<file path="src/rtl/core/mss_pkg.sv">
// Shared types, constants and the segment lookup for the seven-segment scanner.
// No dependencies; compile first.
`default_nettype none

package mss_pkg;

    localparam int TIME_DEPTH   = 10;
    localparam int STATUS_DEPTH = 2;
    localparam int CODE_W       = 7;
    localparam int SEG_W        = 8;
    localparam int COL_W        = 3;
    localparam int NUM_COLS     = 1 << COL_W;

    typedef logic [CODE_W-1:0] code_t;
    typedef logic [SEG_W-1:0]  seg_t;
    typedef logic [COL_W-1:0]  col_t;

    typedef enum logic [1:0] {
        OP_WRITE_TIME   = 2'd0,
        OP_WRITE_STATUS = 2'd1,
        OP_TICK         = 2'd2
    } op_t;

    localparam code_t TIME_RESET_CODE   = 7'h30;
    localparam code_t STATUS_RESET_CODE = 7'h5f;
    localparam code_t BLANK_CODE        = 7'h00;

    // Active-low patterns, bit order habcdefg
    localparam seg_t SEG_TABLE [64] = '{
        8'hff, 8'h88, 8'h70, 8'hb1, 8'hc2, 8'hb0, 8'hb8, 8'ha1,
        8'he8, 8'hcf, 8'hc3, 8'hf8, 8'hf1, 8'h89, 8'hea, 8'he2,
        8'h98, 8'h8c, 8'hfa, 8'h92, 8'hf0, 8'he3, 8'hd8, 8'hc1,
        8'hc8, 8'hc4, 8'h92, 8'hb1, 8'hec, 8'h87, 8'h9d, 8'hf7,
        8'hff, 8'hff, 8'hdd, 8'h9c, 8'ha4, 8'h98, 8'h82, 8'hfd,
        8'hb1, 8'h87, 8'h9c, 8'hce, 8'hfb, 8'hfe, 8'hf7, 8'hba,
        8'h81, 8'hcf, 8'h92, 8'h86, 8'hcc, 8'ha4, 8'ha0, 8'h8f,
        8'h80, 8'h84, 8'hff, 8'hbb, 8'hce, 8'hf6, 8'hf8, 8'h9a
    };

    // Map a stored code to its drive pattern; dot clears the h bit before cathode inversion
    function automatic seg_t seg_pattern(input code_t code, input logic anode_drive);
        seg_t pat;
        pat = SEG_TABLE[code[5:0]];
        if (code[6])
        begin
            pat[SEG_W-1] = 1'b0;
        end
        if (!anode_drive)
        begin
            pat = ~pat;
        end
        return pat;
    endfunction

endpackage

`default_nettype wire

</file>
<file path="src/rtl/core/mss_if.sv">
// Valid/ready channel interfaces for scanner requests and scan results.
// Standalone; no package dependency.
`default_nettype none

interface mss_req_if;
    logic       valid;
    logic       ready;
    logic [1:0] operation;
    logic [3:0] digit_index;
    logic [7:0] digit_code;

    modport source (output valid, output operation, output digit_index,
                    output digit_code, input ready);
    modport sink   (input valid, input operation, input digit_index,
                    input digit_code, output ready);
endinterface

interface mss_res_if;
    logic       valid;
    logic       ready;
    logic [7:0] column_select;
    logic [7:0] segments_main;
    logic [7:0] segments_aux;

    modport source (output valid, output column_select, output segments_main,
                    output segments_aux, input ready);
    modport sink   (input valid, input column_select, input segments_main,
                    input segments_aux, output ready);
endinterface

`default_nettype wire

</file>
<file path="src/rtl/core/multiplexed_seven_segment_scanner.sv">
// Seven-segment scanner: one item per cycle unless a tick waits on a full result register.
// An input register feeds the store update and segment lookup; writes keep
// draining while a result waits, a tick holds until the result register frees.
// Reset (rst_n low, asynchronous): time digits 0x30, status digits 0x5f,
// scan column 0, common-anode polarity 1, both stages empty.
// Depends on mss_pkg and mss_if.
`default_nettype none

module multiplexed_seven_segment_scanner (
    input  wire logic  clk,
    input  wire logic  rst_n,
    input  wire logic  cfg_we,
    input  wire logic  cfg_data,
    mss_req_if.sink    request,
    mss_res_if.source  result
);
    import mss_pkg::*;

    logic        ca_reg;

    logic        s1_valid_reg;
    logic [1:0]  s1_op_reg;
    logic [3:0]  s1_idx_reg;
    code_t       s1_code_reg;

    code_t       time_reg [TIME_DEPTH];
    code_t       status_reg [STATUS_DEPTH];
    col_t        col_reg;

    logic        out_valid_reg;
    seg_t        sel_reg;
    seg_t        main_reg;
    seg_t        aux_reg;

    logic        out_free;
    logic        s1_is_tick;
    logic        s1_advance;
    logic        tick_fire;
    col_t        col_next;
    code_t       aux_code;
    seg_t        sel_next;

    assign out_free   = !out_valid_reg || result.ready;
    assign s1_is_tick = (s1_op_reg == OP_TICK);
    // Writes never need the result register, so they drain regardless
    assign s1_advance = s1_valid_reg && (!s1_is_tick || out_free);
    assign tick_fire  = s1_valid_reg && s1_is_tick && out_free;
    assign request.ready = !s1_valid_reg || s1_advance;

    assign col_next = col_reg + col_t'(1);

    always_comb
    begin
        sel_next = seg_t'(1) << col_next;
        if (!ca_reg)
        begin
            sel_next = ~sel_next;
        end
    end

    always_comb
    begin
        case (col_next)
            3'd0:    aux_code = status_reg[1];
            3'd1:    aux_code = status_reg[0];
            3'd6:    aux_code = time_reg[8];
            3'd7:    aux_code = time_reg[9];
            default: aux_code = BLANK_CODE;
        endcase
    end

    always_ff @(posedge clk or negedge rst_n)
    begin
        if (!rst_n)
        begin
            ca_reg <= 1'b1;
        end
        else if (cfg_we)
        begin
            ca_reg <= cfg_data;
        end
    end

    // Input stage
    always_ff @(posedge clk or negedge rst_n)
    begin
        if (!rst_n)
        begin
            s1_valid_reg <= 1'b0;
        end
        else if (request.ready)
        begin
            s1_valid_reg <= request.valid;
        end
    end

    always_ff @(posedge clk)
    begin
        if (request.valid && request.ready)
        begin
            s1_op_reg   <= request.operation;
            s1_idx_reg  <= request.digit_index;
            s1_code_reg <= request.digit_code[CODE_W-1:0];
        end
    end

    // Digit stores and scan column
    always_ff @(posedge clk or negedge rst_n)
    begin
        if (!rst_n)
        begin
            for (int i = 0; i < TIME_DEPTH; i++)
            begin
                time_reg[i] <= TIME_RESET_CODE;
            end
            for (int i = 0; i < STATUS_DEPTH; i++)
            begin
                status_reg[i] <= STATUS_RESET_CODE;
            end
            col_reg <= '0;
        end
        else if (s1_advance)
        begin
            case (s1_op_reg)
                OP_WRITE_TIME:
                begin
                    // drop out-of-range indexes
                    if (s1_idx_reg < 4'(TIME_DEPTH))
                    begin
                        time_reg[s1_idx_reg] <= s1_code_reg;
                    end
                end
                OP_WRITE_STATUS:
                begin
                    if (s1_idx_reg < 4'(STATUS_DEPTH))
                    begin
                        status_reg[s1_idx_reg[0]] <= s1_code_reg;
                    end
                end
                OP_TICK:
                begin
                    col_reg <= col_next;
                end
                default:
                begin
                end
            endcase
        end
    end

    // Result stage
    always_ff @(posedge clk or negedge rst_n)
    begin
        if (!rst_n)
        begin
            out_valid_reg <= 1'b0;
        end
        else if (out_free)
        begin
            out_valid_reg <= tick_fire;
        end
    end

    always_ff @(posedge clk)
    begin
        if (tick_fire)
        begin
            sel_reg  <= sel_next;
            main_reg <= seg_pattern(time_reg[{1'b0, col_next}], ca_reg);
            aux_reg  <= seg_pattern(aux_code, ca_reg);
        end
    end

    assign result.valid         = out_valid_reg;
    assign result.column_select = sel_reg;
    assign result.segments_main = main_reg;
    assign result.segments_aux  = aux_reg;

    // A result only appears after a tick sat in the input stage
    a_result_from_tick: assert property (@(posedge clk) disable iff (!rst_n)
        $rose(out_valid_reg) |-> $past(s1_valid_reg && s1_is_tick))
        else $error("result without a tick item");

    // Column select stays one-hot for a common-anode display
    a_select_onehot: assert property (@(posedge clk) disable iff (!rst_n)
        (result.valid && ca_reg && $past(ca_reg)) |-> $onehot(result.column_select))
        else $error("column select not one-hot");

    // Column moves only when a tick executes
    a_column_hold: assert property (@(posedge clk) disable iff (!rst_n)
        !tick_fire |=> $stable(col_reg))
        else $error("scan column moved without a tick");

endmodule

`default_nettype wire

</file>
<file path="src/flat_wrapper.sv">
// flat-port wrapper written by rule: the top's interface ports become plain ports
module multiplexed_seven_segment_scanner_flat import mss_pkg::*;
  (clk, rst_n, cfg_we, cfg_data, request_valid, request_operation, request_digit_index, request_digit_code, request_ready, result_valid, result_column_select, result_segments_main, result_segments_aux, result_ready);
  mss_req_if request_i ();
  mss_res_if result_i ();
  input  wire logic clk;
  input  wire logic rst_n;
  input  wire logic cfg_we;
  input  wire logic cfg_data;
  input wire logic [$bits(request_i.valid)-1:0] request_valid;
  input wire logic [$bits(request_i.operation)-1:0] request_operation;
  input wire logic [$bits(request_i.digit_index)-1:0] request_digit_index;
  input wire logic [$bits(request_i.digit_code)-1:0] request_digit_code;
  output wire logic [$bits(request_i.ready)-1:0] request_ready;
  output wire logic [$bits(result_i.valid)-1:0] result_valid;
  output wire logic [$bits(result_i.column_select)-1:0] result_column_select;
  output wire logic [$bits(result_i.segments_main)-1:0] result_segments_main;
  output wire logic [$bits(result_i.segments_aux)-1:0] result_segments_aux;
  input wire logic [$bits(result_i.ready)-1:0] result_ready;
  assign request_i.valid = request_valid;
  assign request_i.operation = request_operation;
  assign request_i.digit_index = request_digit_index;
  assign request_i.digit_code = request_digit_code;
  assign request_ready = request_i.ready;
  assign result_valid = result_i.valid;
  assign result_column_select = result_i.column_select;
  assign result_segments_main = result_i.segments_main;
  assign result_segments_aux = result_i.segments_aux;
  assign result_i.ready = result_ready;
  multiplexed_seven_segment_scanner u_core (.clk(clk), .rst_n(rst_n), .cfg_we(cfg_we), .cfg_data(cfg_data), .request(request_i), .result(result_i));
endmodule
</file>
<file path="config.mk">
export PLATFORM = sky130hd
export DESIGN_NAME = multiplexed_seven_segment_scanner_flat
export DESIGN_NICKNAME = d
export VERILOG_FILES = /design/src/rtl/core/mss_pkg.sv /design/src/rtl/core/mss_if.sv /design/src/rtl/core/multiplexed_seven_segment_scanner.sv /design/src/flat_wrapper.sv
export SDC_FILE = /design/constraint.sdc
export NUM_CORES = 1
export LEC_CHECK = 0
export ABC_AREA = 1
export CAP_MARGIN = 20
export CORE_MARGIN = 1.5
export CORE_UTILIZATION = 61
export DETAILED_ROUTE_END_ITERATION = 12
export DONT_BUFFER_PORTS = 1
export PLACE_DENSITY = 0.77
export REMOVE_ABC_BUFFERS = 1
export SETUP_SLACK_MARGIN = 0.15
export SLEW_MARGIN = 25
export SYNTH_ARGS = -nofsm -noshare
export SYNTH_HDL_FRONTEND = slang
export SYNTH_SLANG_ARGS = --single-unit
</file>
<file path="constraint.sdc">
create_clock -name clk -period 4.3 [get_ports clk]
set_clock_uncertainty 0.1 [all_clocks]
set_input_delay 0 -clock clk [delete_from_list [all_inputs] [get_ports clk]]
set_output_delay 0 -clock clk [all_outputs]
set_load 0.1 [all_outputs]
</file>
# Word-level counts from Yosys, hierarchy flattened
# Memory sizes are Yosys's and may differ from the RTL's.
# Index checks and enable logic that the tools add are counted.
[totals]
latchBits = 0
mem_bits_ro = 1024
ramBits = 0
wordCells = 86
mem_count = 2
regBits = 127
[mem_list]
columns = ["memory", "depth", "word_bits", "read_ports", "rd_clocked_by_memory_dff", "wr", "line_no", "text"]
rows = [
  ["(name not given)", 64, 8, 1, 0, 0, "mss_pkg.sv:43", "pat = SEG_TABLE[code[5:0]];"],
  ["(name not given)", 64, 8, 1, 0, 0, "mss_pkg.sv:43", ""],
]
[classes]
n_mux = 21
eq_ne = 5
n_addsub = 1
reduce_logical = 17
div = 0
n_bitwise = 8
magnitude_cmp = 9
shift = 1
mul = 0
[ops]
columns = ["cell", "n"]
rows = [
  ["$bwmux W70", 1],
  ["$mux W8", 7],
  ["$bmux W7 S4", 1],
  ["$demux W7 S4", 1],
  ["$mux W7", 4],
  ["$pmux W7 S4", 1],
  ["$not A8 Y8", 3],
  ["$bwmux W14", 1],
  ["$ge A7 B7 Y1 const B", 2],
  ["$not A6 Y7", 2],
  ["$ge A5 B5 Y1 const B", 2],
  ["$shl A1 B3 Y8 const A", 1],
  ["$demux W7 S1", 1],
  ["$eq A3 B3 Y1 const B", 2],
  ["$logic_and A1 B1 Y1", 6],
  ["$reduce_and A3 Y1", 2],
  ["$lt A5 B1 Y1 const B", 1],
  ["$not A3 Y5", 1],
  ["$not A4 Y5", 1],
  ["$lt A4 B2 Y1 const B", 1],
  ["$lt A4 B4 Y1 const B", 1],
  ["$mux W1", 4],
  ["$add A3 B1 Y3 const B", 1],
  ["$eq A3 B1 Y1 const B", 1],
  ["other kinds (10)", 14],
]

# Depth between registers and ports, before layout
# Gate-level depths: netlist of the first run.
[depth]
ltp_word = 13
ltp_mapped = 24

# Worst setup path after synthesis of the first run
# No wires, ideal clock.
[synth_timing]
path_kind = "flip-flop to flip-flop"
startpoint = "register u_core.col_reg[0]"
endpoint = "register u_core.main_reg[3] (netlist: u_core.result.segments_main[3]), data pin"
setup_slack_ps = 1243
arrival_ps = 2704
path_buffers = 4
path_stages_with_launch = 23
setup_time_ps = 253
required_ps = 3947
synth_period_minus_slack_ps = 3057
path_cell_list = "dfrtp_1 > inv_1 > buf_2 > buf_4 > ha_1 > buf_4 > inv_4 > buf_6 > nor2_1 > o21ai_0 > nand2_1 > o21ai_2 > ha_1 > inv_1 > nand2_1 > nand2_1 > nand2_1 > nand2_1 > clkinv_1 > nand2_1 > nand2_1 > nand3_1 > nand2_1"
[synth_via]
elab_chain_cells = 11
[synth_lines]
columns = ["item", "line_no", "text"]
rows = [
  ["start, declared", "multiplexed_seven_segment_scanner.sv:28", "col_t col_reg;"],
  ["start signal, assigned", "multiplexed_seven_segment_scanner.sv:142", "col_reg <= col_next;"],
  ["$add A3 B1 Y3 (*)", "multiplexed_seven_segment_scanner.sv:50", "assign col_next = col_reg + col_t'(1);"],
  ["via u_core.col_next[0]", "multiplexed_seven_segment_scanner.sv:39", "col_t col_next;"],
  ["$not A3 Y5 (not written as such) (*)", "multiplexed_seven_segment_scanner.sv:169", "main_reg <= seg_pattern(time_reg[{1'b0, col_next}], ca_reg);"],
  ["$bmux W7 S4 (*)", "multiplexed_seven_segment_scanner.sv:169", ""],
  ["$mux W7 (not written as such) (*) (2 in a row)", "multiplexed_seven_segment_scanner.sv:169", ""],
  ["$not A6 Y7 (not written as such) (*)", "mss_pkg.sv:43", ""],
  ["$mem_v2 Z64 W8 (*)", "--", ""],
  ["$mux W8 (not written as such) (*) (2 in a row)", "mss_pkg.sv:43", ""],
  ["$not A8 Y8", "mss_pkg.sv:50", "pat = ~pat;"],
  ["$mux W8 (*)", "mss_pkg.sv:48", "if (!anode_drive)"],
  ["end signal, assigned", "multiplexed_seven_segment_scanner.sv:169", ""],
  ["end, declared", "multiplexed_seven_segment_scanner.sv:32", "seg_t main_reg;"],
]
# The timed path passes the listed nets; every way through them passes the cells marked *. The select of a mux whose other input is x is not followed.
# A chain may end at the register's enable or synchronous reset.

# Final worst setup path of the first run
[layout_timing]
startpoint = "register u_core.col_reg[0]"
endpoint = "register u_core.aux_reg[6] (netlist: u_core.result.segments_aux[6]), data pin"
[layout_via]
elab_chain_cells = 9
word_cells_on_any_way = 12
cone_classes = "add/sub (1); eq/ne (3); mux (4); bitwise (2); reduce/logical (1); memory (1)"
[layout_lines]
columns = ["item", "line_no", "text"]
rows = [
  ["$add A3 B1 Y3 (*)", "multiplexed_seven_segment_scanner.sv:50", ""],
  ["$eq A3 B3 Y1, or another cell as far along", "multiplexed_seven_segment_scanner.sv:63", "case (col_next)"],
  ["$pmux W7 S4 (*)", "multiplexed_seven_segment_scanner.sv:63", ""],
  ["$not A6 Y7 (not written as such) (*)", "mss_pkg.sv:43", ""],
  ["$mem_v2 Z64 W8 (*)", "--", ""],
  ["$mux W8 (not written as such) (*) (2 in a row)", "mss_pkg.sv:43", ""],
  ["$not A8 Y8", "mss_pkg.sv:50", ""],
  ["$mux W8 (*)", "mss_pkg.sv:48", ""],
  ["end signal, assigned", "multiplexed_seven_segment_scanner.sv:170", "aux_reg <= seg_pattern(aux_code, ca_reg);"],
  ["end, declared", "multiplexed_seven_segment_scanner.sv:33", "seg_t aux_reg;"],
]
# Mark *: on every way between the ends. The rest lies on a longest branch, timed or not. The select of a mux whose other input is x is not followed.

==> metrics.cfg, run 1 <==
[detailed_routing]
drt_iter0_drc=811
firstDrtPassIters=6
routed_wirelength_um=17600
drcViolationCount=0
via_per_inst=5.80
ant_nets=0
drt-wirelength-per-cell_um=15.6
vias=6556

[layout]
layout-drive-gt1-share=0.118
final_common_cell=nand2_1
largest_reg_flops=70
diodes=0
final_cell_area_sq_mm=0.00824
finalCoreUtilization=0.686
final_cell_mix=nand2_1, o21ai_0, nand3_1
nets=1009
areaGrowthSynthToFinish_pct=9.99
fill_cells=965
instances_no_fill=1131

[floorplanning]
rows=40
pin_count=46
coreArea_sq_mm=0.0120
design.die.area_sq_mm=0.0130
chipHeight_um=114
dieWidth_um=114
start_util=0.624

[worst_setup_path]
worst_setup_path_start_kind=flip-flop
cp.arrival_ps=3430
cp_slowest_stage_delay_ps=450
critPathTopFamily=simple AND/OR/NAND/NOR gates
cp_data_required_time_ps=4380
cpMostUsedCell=nand2_1
path_cells=ha_1 > inv_1 > nand2_1 > nand2_2 > nor2_2 > nand2_1 > nand2_1 > nor2_2 > inv_2 > nor2_1 > nand3_1 > nand3_1 > nand2_1 > nand3_1 > nand2_1
crit_path_end_kind=flip-flop
worstPathMaxFanout=20
critical_path_class=reg -> reg
crit_buf_inv=2
worst_path_max_delay_cell=nor2_2

[timing]
post-route-min-period_ps=3350
rsz0062_at_grt=false
layout_worst_path_cycle_share=0.779
fin_setup_tns_ps=0
clock.fmax_mhz=298
worst_slack_ps=950
relSlewSlack=0.377
tightestPinTransition_ps=932
slew_viol_final=0
finalSetupViolations=0
finalHoldViolations=0

[grt]
grt_max_degree=91
grt_usage=0.289
grt_pass1_vias=6176
grt-ovfl-total=0
grt_pass1_wl_um=29500
antenna_found_initial=0

[synth]
synth.distinct_cells=33
ys_async_sr_fraction=0.709
seq_area_frac_synth=0.455
ys_ff_latch=127
synth_area_leader_cell=dfrtp_1
synth.top_cell.area_share=0.190
synthCells=977
syn_area_sq_mm=0.00749
synth_edf_count=37
synth_flop_cell=dfrtp_1
ys_warn_count=0
synth.area.top_cells=dfrtp_1, nand2_1, edfxtp_1
avgSynthCellArea_sq_um=7.67

[place]
place_area_sq_mm=0.00740
dp.cells=1080
dp_hpwl_um=11300
port_buffers=0
pre_cts_ws_ps=1030
gp_congestion=0.939

[power]
vdd_drop_max_v=0.000432
power_leakage_nw=3.83
power-per-cell-area_mw_per_mm2=914

[clock_tree]
cts_buffer_depth=2
cts_setup_buffers=0
cts_buffers=17
clockRootBuffer=clkbuf_16
cts-htree-levels=4
cts_tree=yes
path_clk_slew_ps=50
clock_latency_ps=430
cts_num_sinks=127

[run_status]
outcome=complete, no violations

[run]
cap_violations=0

[min_path]
hold_class=in -> async

[worst paths after layout]
path | endpoint | from | slack [ps] | cells after the start
setup / recovery | u_core.result.segments_aux[6]$_DFFE_PP_ | u_core.col_reg[0]$_DFFE_PN0P_ | 950 | 15
hold / removal | u_core.time_reg[45]$_DFFE_PN0P_ | rst_n | 20 | 2
setup reg to reg | u_core.result.segments_aux[6]$_DFFE_PP_ | u_core.col_reg[0]$_DFFE_PN0P_ | 950 | 15
hold reg to reg | u_core.time_reg[49]$_DFFE_PN0P_ | u_core.time_reg[49]$_DFFE_PN0P_ | 380 | 2
max in group asynchronous | u_core.status_reg[11]$_DFFE_PN1P_ | rst_n | 3680 | 2
min in group clk | u_core.s1_op_reg[1]$_DFFE_PP_ | request_operation[1] | 100 | 1
[Yosys cell counts, drive strengths merged, types with 12 or more instances]
cell type,instances
o21ai,132
buf,27
inv,52
nand3,102
xor2,12
nor2,73
clkbuf,21
dfstp,33
nand2,373
dfrtp,57
a21oi,19
edfxtp,37
ha,18
[power by group]
group	switching (W)	total (W)	leakage, nW	internal (W)
registers	0.000368	0.00190	1.45	0.00153
clock network	0.000525	0.00152	0.310	0.000994
logic	0.00284	0.00411	2.08	0.00127
total	0.00373	0.00753	3.83	0.00379
[metal layers]
metal / track usage / routed length (um)
met1: 0.391 / 7850
met2: 0.466 / 8300
met3: 0.0553 / 1170
met4: 0.108 / 330
met5: 0 / 0
[worst reg2reg max path: stages, from the launching register on]
cell,delay (ps)
dfrtp_1,430
ha_1,250
inv_1,90
nand2_1,60
nand2_2,410
nor2_2,160
nand2_1,90
nand2_1,60
nor2_2,450
inv_2,260
nor2_1,290
nand3_1,150
nand3_1,110
nand2_1,50
nand3_1,90
nand2_1,50
[cells by family after synthesis]
| group | after synthesis | share of synthesized area |
|---|---|---|
| and+or+nand+nor | 556 | 0.317 |
| AOI/OAI and AO/OA | 163 | 0.117 |
| DFF | 127 | 0.455 |
| buffers and inverters | 101 | 0.0677 |
| adders and majority gates | 18 | 0.0301 |
| xor gates and xnor gates | 12 | 0.0140 |
[repair_timing]
| action | CTS | global route |
|---|---|---|
| endpoints found under the hold margin | 119 | 0 |
| resized for setup | 0 | 0 |
| hold buffers | 19 | 0 |
[final cells by class]
class                   count  area, sq um  share of cell area
repair buffers             23          238              0.0289
clock buffers              24          503              0.0611
inverters                  53          201              0.0245
multi-input cells         749         3580               0.435
flip-flops and latches    127         3400               0.413
well taps                 147          184              0.0223
clock inverters             8          126              0.0153
[through the flow]
step	power, W	hold slack [ps]
floorplan	0.00497	-396
global placement	0.00587	-392
detailed placement	0.00588	-393
CTS	0.00747	65.0
global route	0.00814	83.9
finish	0.00753	19.3
(Power assumes the default switching activity.)
==> inputs of run 2 (changes only) <==
--- a/config.mk
+++ b/config.mk
@@ -5,7 +5,7 @@
 export SDC_FILE = /design/constraint.sdc
 export NUM_CORES = 1
 export LEC_CHECK = 0
-export ABC_AREA = 1
+export ABC_AREA = 0
 export CAP_MARGIN = 20
 export CORE_MARGIN = 1.5
 export CORE_UTILIZATION = 61
==> constraint.sdc (replaced) <==
create_clock -name clk -period 3.4 [get_ports clk]
set_clock_uncertainty 0.1 [all_clocks]
set_input_delay 0 -clock clk [delete_from_list [all_inputs] [get_ports clk]]
set_output_delay 0 -clock clk [all_outputs]
set_load 0.1 [all_outputs]
==> run 2 against run 1 <==
Against the previous run: via count decreased by 3.8%; global-route usage increased by 7.6 points; setup slack lost 910 ps; combinational power is 82% higher; final area up 18%; power grew 60%; worst hold slack improved by 2.2 ps; die area is 2.2% higher; fmax shrank 0.43%; sequential share of layout area fell by 6.3 points; core utilization rose by 12 points; highest routed layer unchanged.
==> metrics.cfg, run 2 <==
[synth]
synth_compound_area_frac=0.127
ys_async_sr_fraction=0.709
synth_area_leader_cell=dfrtp_1
yosysMostFrequentCell=mux2_2
ys_warn_count=0
synth.top_cell.area_share=0.186
seq_area_frac_synth=0.445
synth.distinct_cells=66
synth_edf_count=37
avgSynthCellArea_sq_um=11.5
synthSimpleGateAreaFrac=0.0856
yosys-top-cells-count=mux2_2, dfrtp_1, nand2_1
ys_ff_latch=127
syn_area_sq_mm=0.00766
synth_top_family_by_area=multiplexers
synthCells=665
synth_xor_area_frac=0.0368
synthAdderAreaFrac=0.0294
synth.area.top_cells=dfrtp_1, mux2_2, edfxtp_1
synth_flop_cell=dfrtp_1
synthMuxAreaShare=0.238

[worst_setup_path]
critical_path_class=reg -> reg
worst_setup_path_start_kind=flip-flop
cp_slowest_stage_delay_ps=580
path_cells=clkinv_2 > ha_4 > mux4_2 > mux2i_4 > buf_6 > ha_4 > buf_6 > mux2i_1 > o21ai_1 > a221oi_2 > o31ai_2 > xnor2_1
r2r_start=u_core.col_reg[0]$_DFFE_PN0P_
cp_data_required_time_ps=3460
crit_path_end_kind=flip-flop
worstPathMaxFanout=6
setup.worst_path.start=u_core.col_reg[0]$_DFFE_PN0P_
worst_path_max_delay_cell=mux4_2
cp.arrival_ps=3430

[layout]
diodes=0
final_common_cell=mux2_2
finalCoreUtilization=0.803
final_cell_mix=mux2_2, buf_4, dfrtp_1
layout-drive-gt1-share=0.462
largest_reg_flops=70
areaGrowthSynthToFinish_pct=27.0
nets=797

[detailed_routing]
via_per_inst=6.71
drt-wirelength-per-cell_um=25.1
vias=6308
drt_iter0_drc=682
ant_nets=0
routed_wirelength_um=23600
drcViolationCount=0
firstDrtPassIters=6

[power]
power_w=0.0120
power-per-cell-area_mw_per_mm2=1240
vdd_drop_max_v=0.000735
power_leakage_nw=3.94

[floorplanning]
start_util=0.632
pin_count=46
coreArea_sq_mm=0.0121
design.die.area_sq_mm=0.0132
dieWidth_um=115
chipHeight_um=115
rows=40

[timing]
slew_viol_final=0
tightestPinTransition_ps=933
post-route-min-period_ps=3360
relSlewSlack=0.379
finalHoldViolations=0
rsz0062_at_grt=true
layout_worst_path_cycle_share=0.990
finalSetupViolations=0
fin_setup_tns_ps=0
worst_slack_ps=35.2
clock.fmax_mhz=297

[min_path]
hold_class=in -> async

[clock_tree]
path_clk_slew_ps=70
cts_tree=yes
cts_buffers=17
cts_buffer_depth=2
cts_num_sinks=127
cts-htree-levels=4
clock_latency_ps=430
clockRootBuffer=clkbuf_16

[place]
dp_hpwl_um=13800
port_buffers=0
pre_cts_ws_ps=-82.9
gp_congestion=0.935

[grt]
grt_pass1_wl_um=35900
grt_usage=0.366
antenna_found_initial=0
grt_max_degree=91
grt-ovfl-total=0
grt_pass1_vias=6178

[run]
cap_violations=0

[run_status]
outcome=complete, no violations

## run 2: final cells by class
class | count | area, sq um
inverter | 14 | 61.3
sequential | 127 | 3400
clock buffer | 18 | 450
timing repair buffer | 126 | 1120
tap | 168 | 210
multi-input combinational | 473 | 4310
fill | 665 | 2390
clock inverter | 14 | 168
## run 2: repair_timing
| action | CTS | global route |
|---|---|---|
| endpoints found under the setup margin | 14 | 13 |
| resized for setup | 21 | 74 |
| pin swaps | 5 | 21 |
| setup buffers | 1 | 17 |
| hold endpoints to repair | 119 | 0 |
| hold buffers | 20 | 0 |
## run 2: routing by layer
layer  share of wire  track usage  vias up  routed length [um]
met1            0.39        0.487     3105                9260
met3           0.081       0.0659       86                1900
met4           0.034        0.161        0                 806
met5               0            0        -                   0
li1                -            -     2699                   -
met2            0.49        0.592      418               11600
## run 2: metrics by stage
stage | area (sq um) | std cells | hold slack (ps)
floorplan | 7420 | 614 | -396
global placement | 8320 | 870 | -393
detailed placement | 8320 | 870 | -393
CTS | 9260 | 923 | 36.8
global route | 9730 | 940 | 76.2
finish | 9730 | 940 | 21.5
## run 2: kinds of logic after synthesis
kind of cell / count (synthesis)
flops: 127
simple gates: 143
fa+ha+maj: 18
xor+xnor: 30
buf+inv: 65
compound gates: 135
mux: 147
## run 2: final timing paths
check                                                           endpoint  depth (start not counted)  slack (ps)
worst min-delay path                      u_core.time_reg[8]$_DFFE_PN0P_                          2          20
worst min register to register            u_core.time_reg[6]$_DFFE_PN0P_                          1         410
min in group clk                         u_core.s1_code_reg[5]$_DFFE_PP_                          1         100
max in group asynchronous                u_core.time_reg[53]$_DFFE_PN1P_                          2        2770
worst max register to register  u_core.result.segments_main[5]$_DFFE_PP_                         12          40
worst max-delay path            u_core.result.segments_main[5]$_DFFE_PP_                         12          40
## run 2: where the power goes
part           internal, W  switching (W)  leakage [nW]  total (W)
registers          0.00199       0.000627          1.44    0.00262
clock network      0.00115       0.000785         0.297    0.00193
logic              0.00360        0.00387          2.20    0.00748
total              0.00675        0.00528          3.94     0.0120
## run 2: critical path: cells and delay by family, from the launching register on
| family | cells | cell delay, ps |
|---|---|---|
| AOI/OAI and AO/OA | 3 | 510 |
| xor gates and xnor gates | 1 | 140 |
| adders and majority gates | 2 | 550 |
| buffers and inverters | 3 | 400 |
| DFF | 1 | 440 |
| muxes | 3 | 960 |
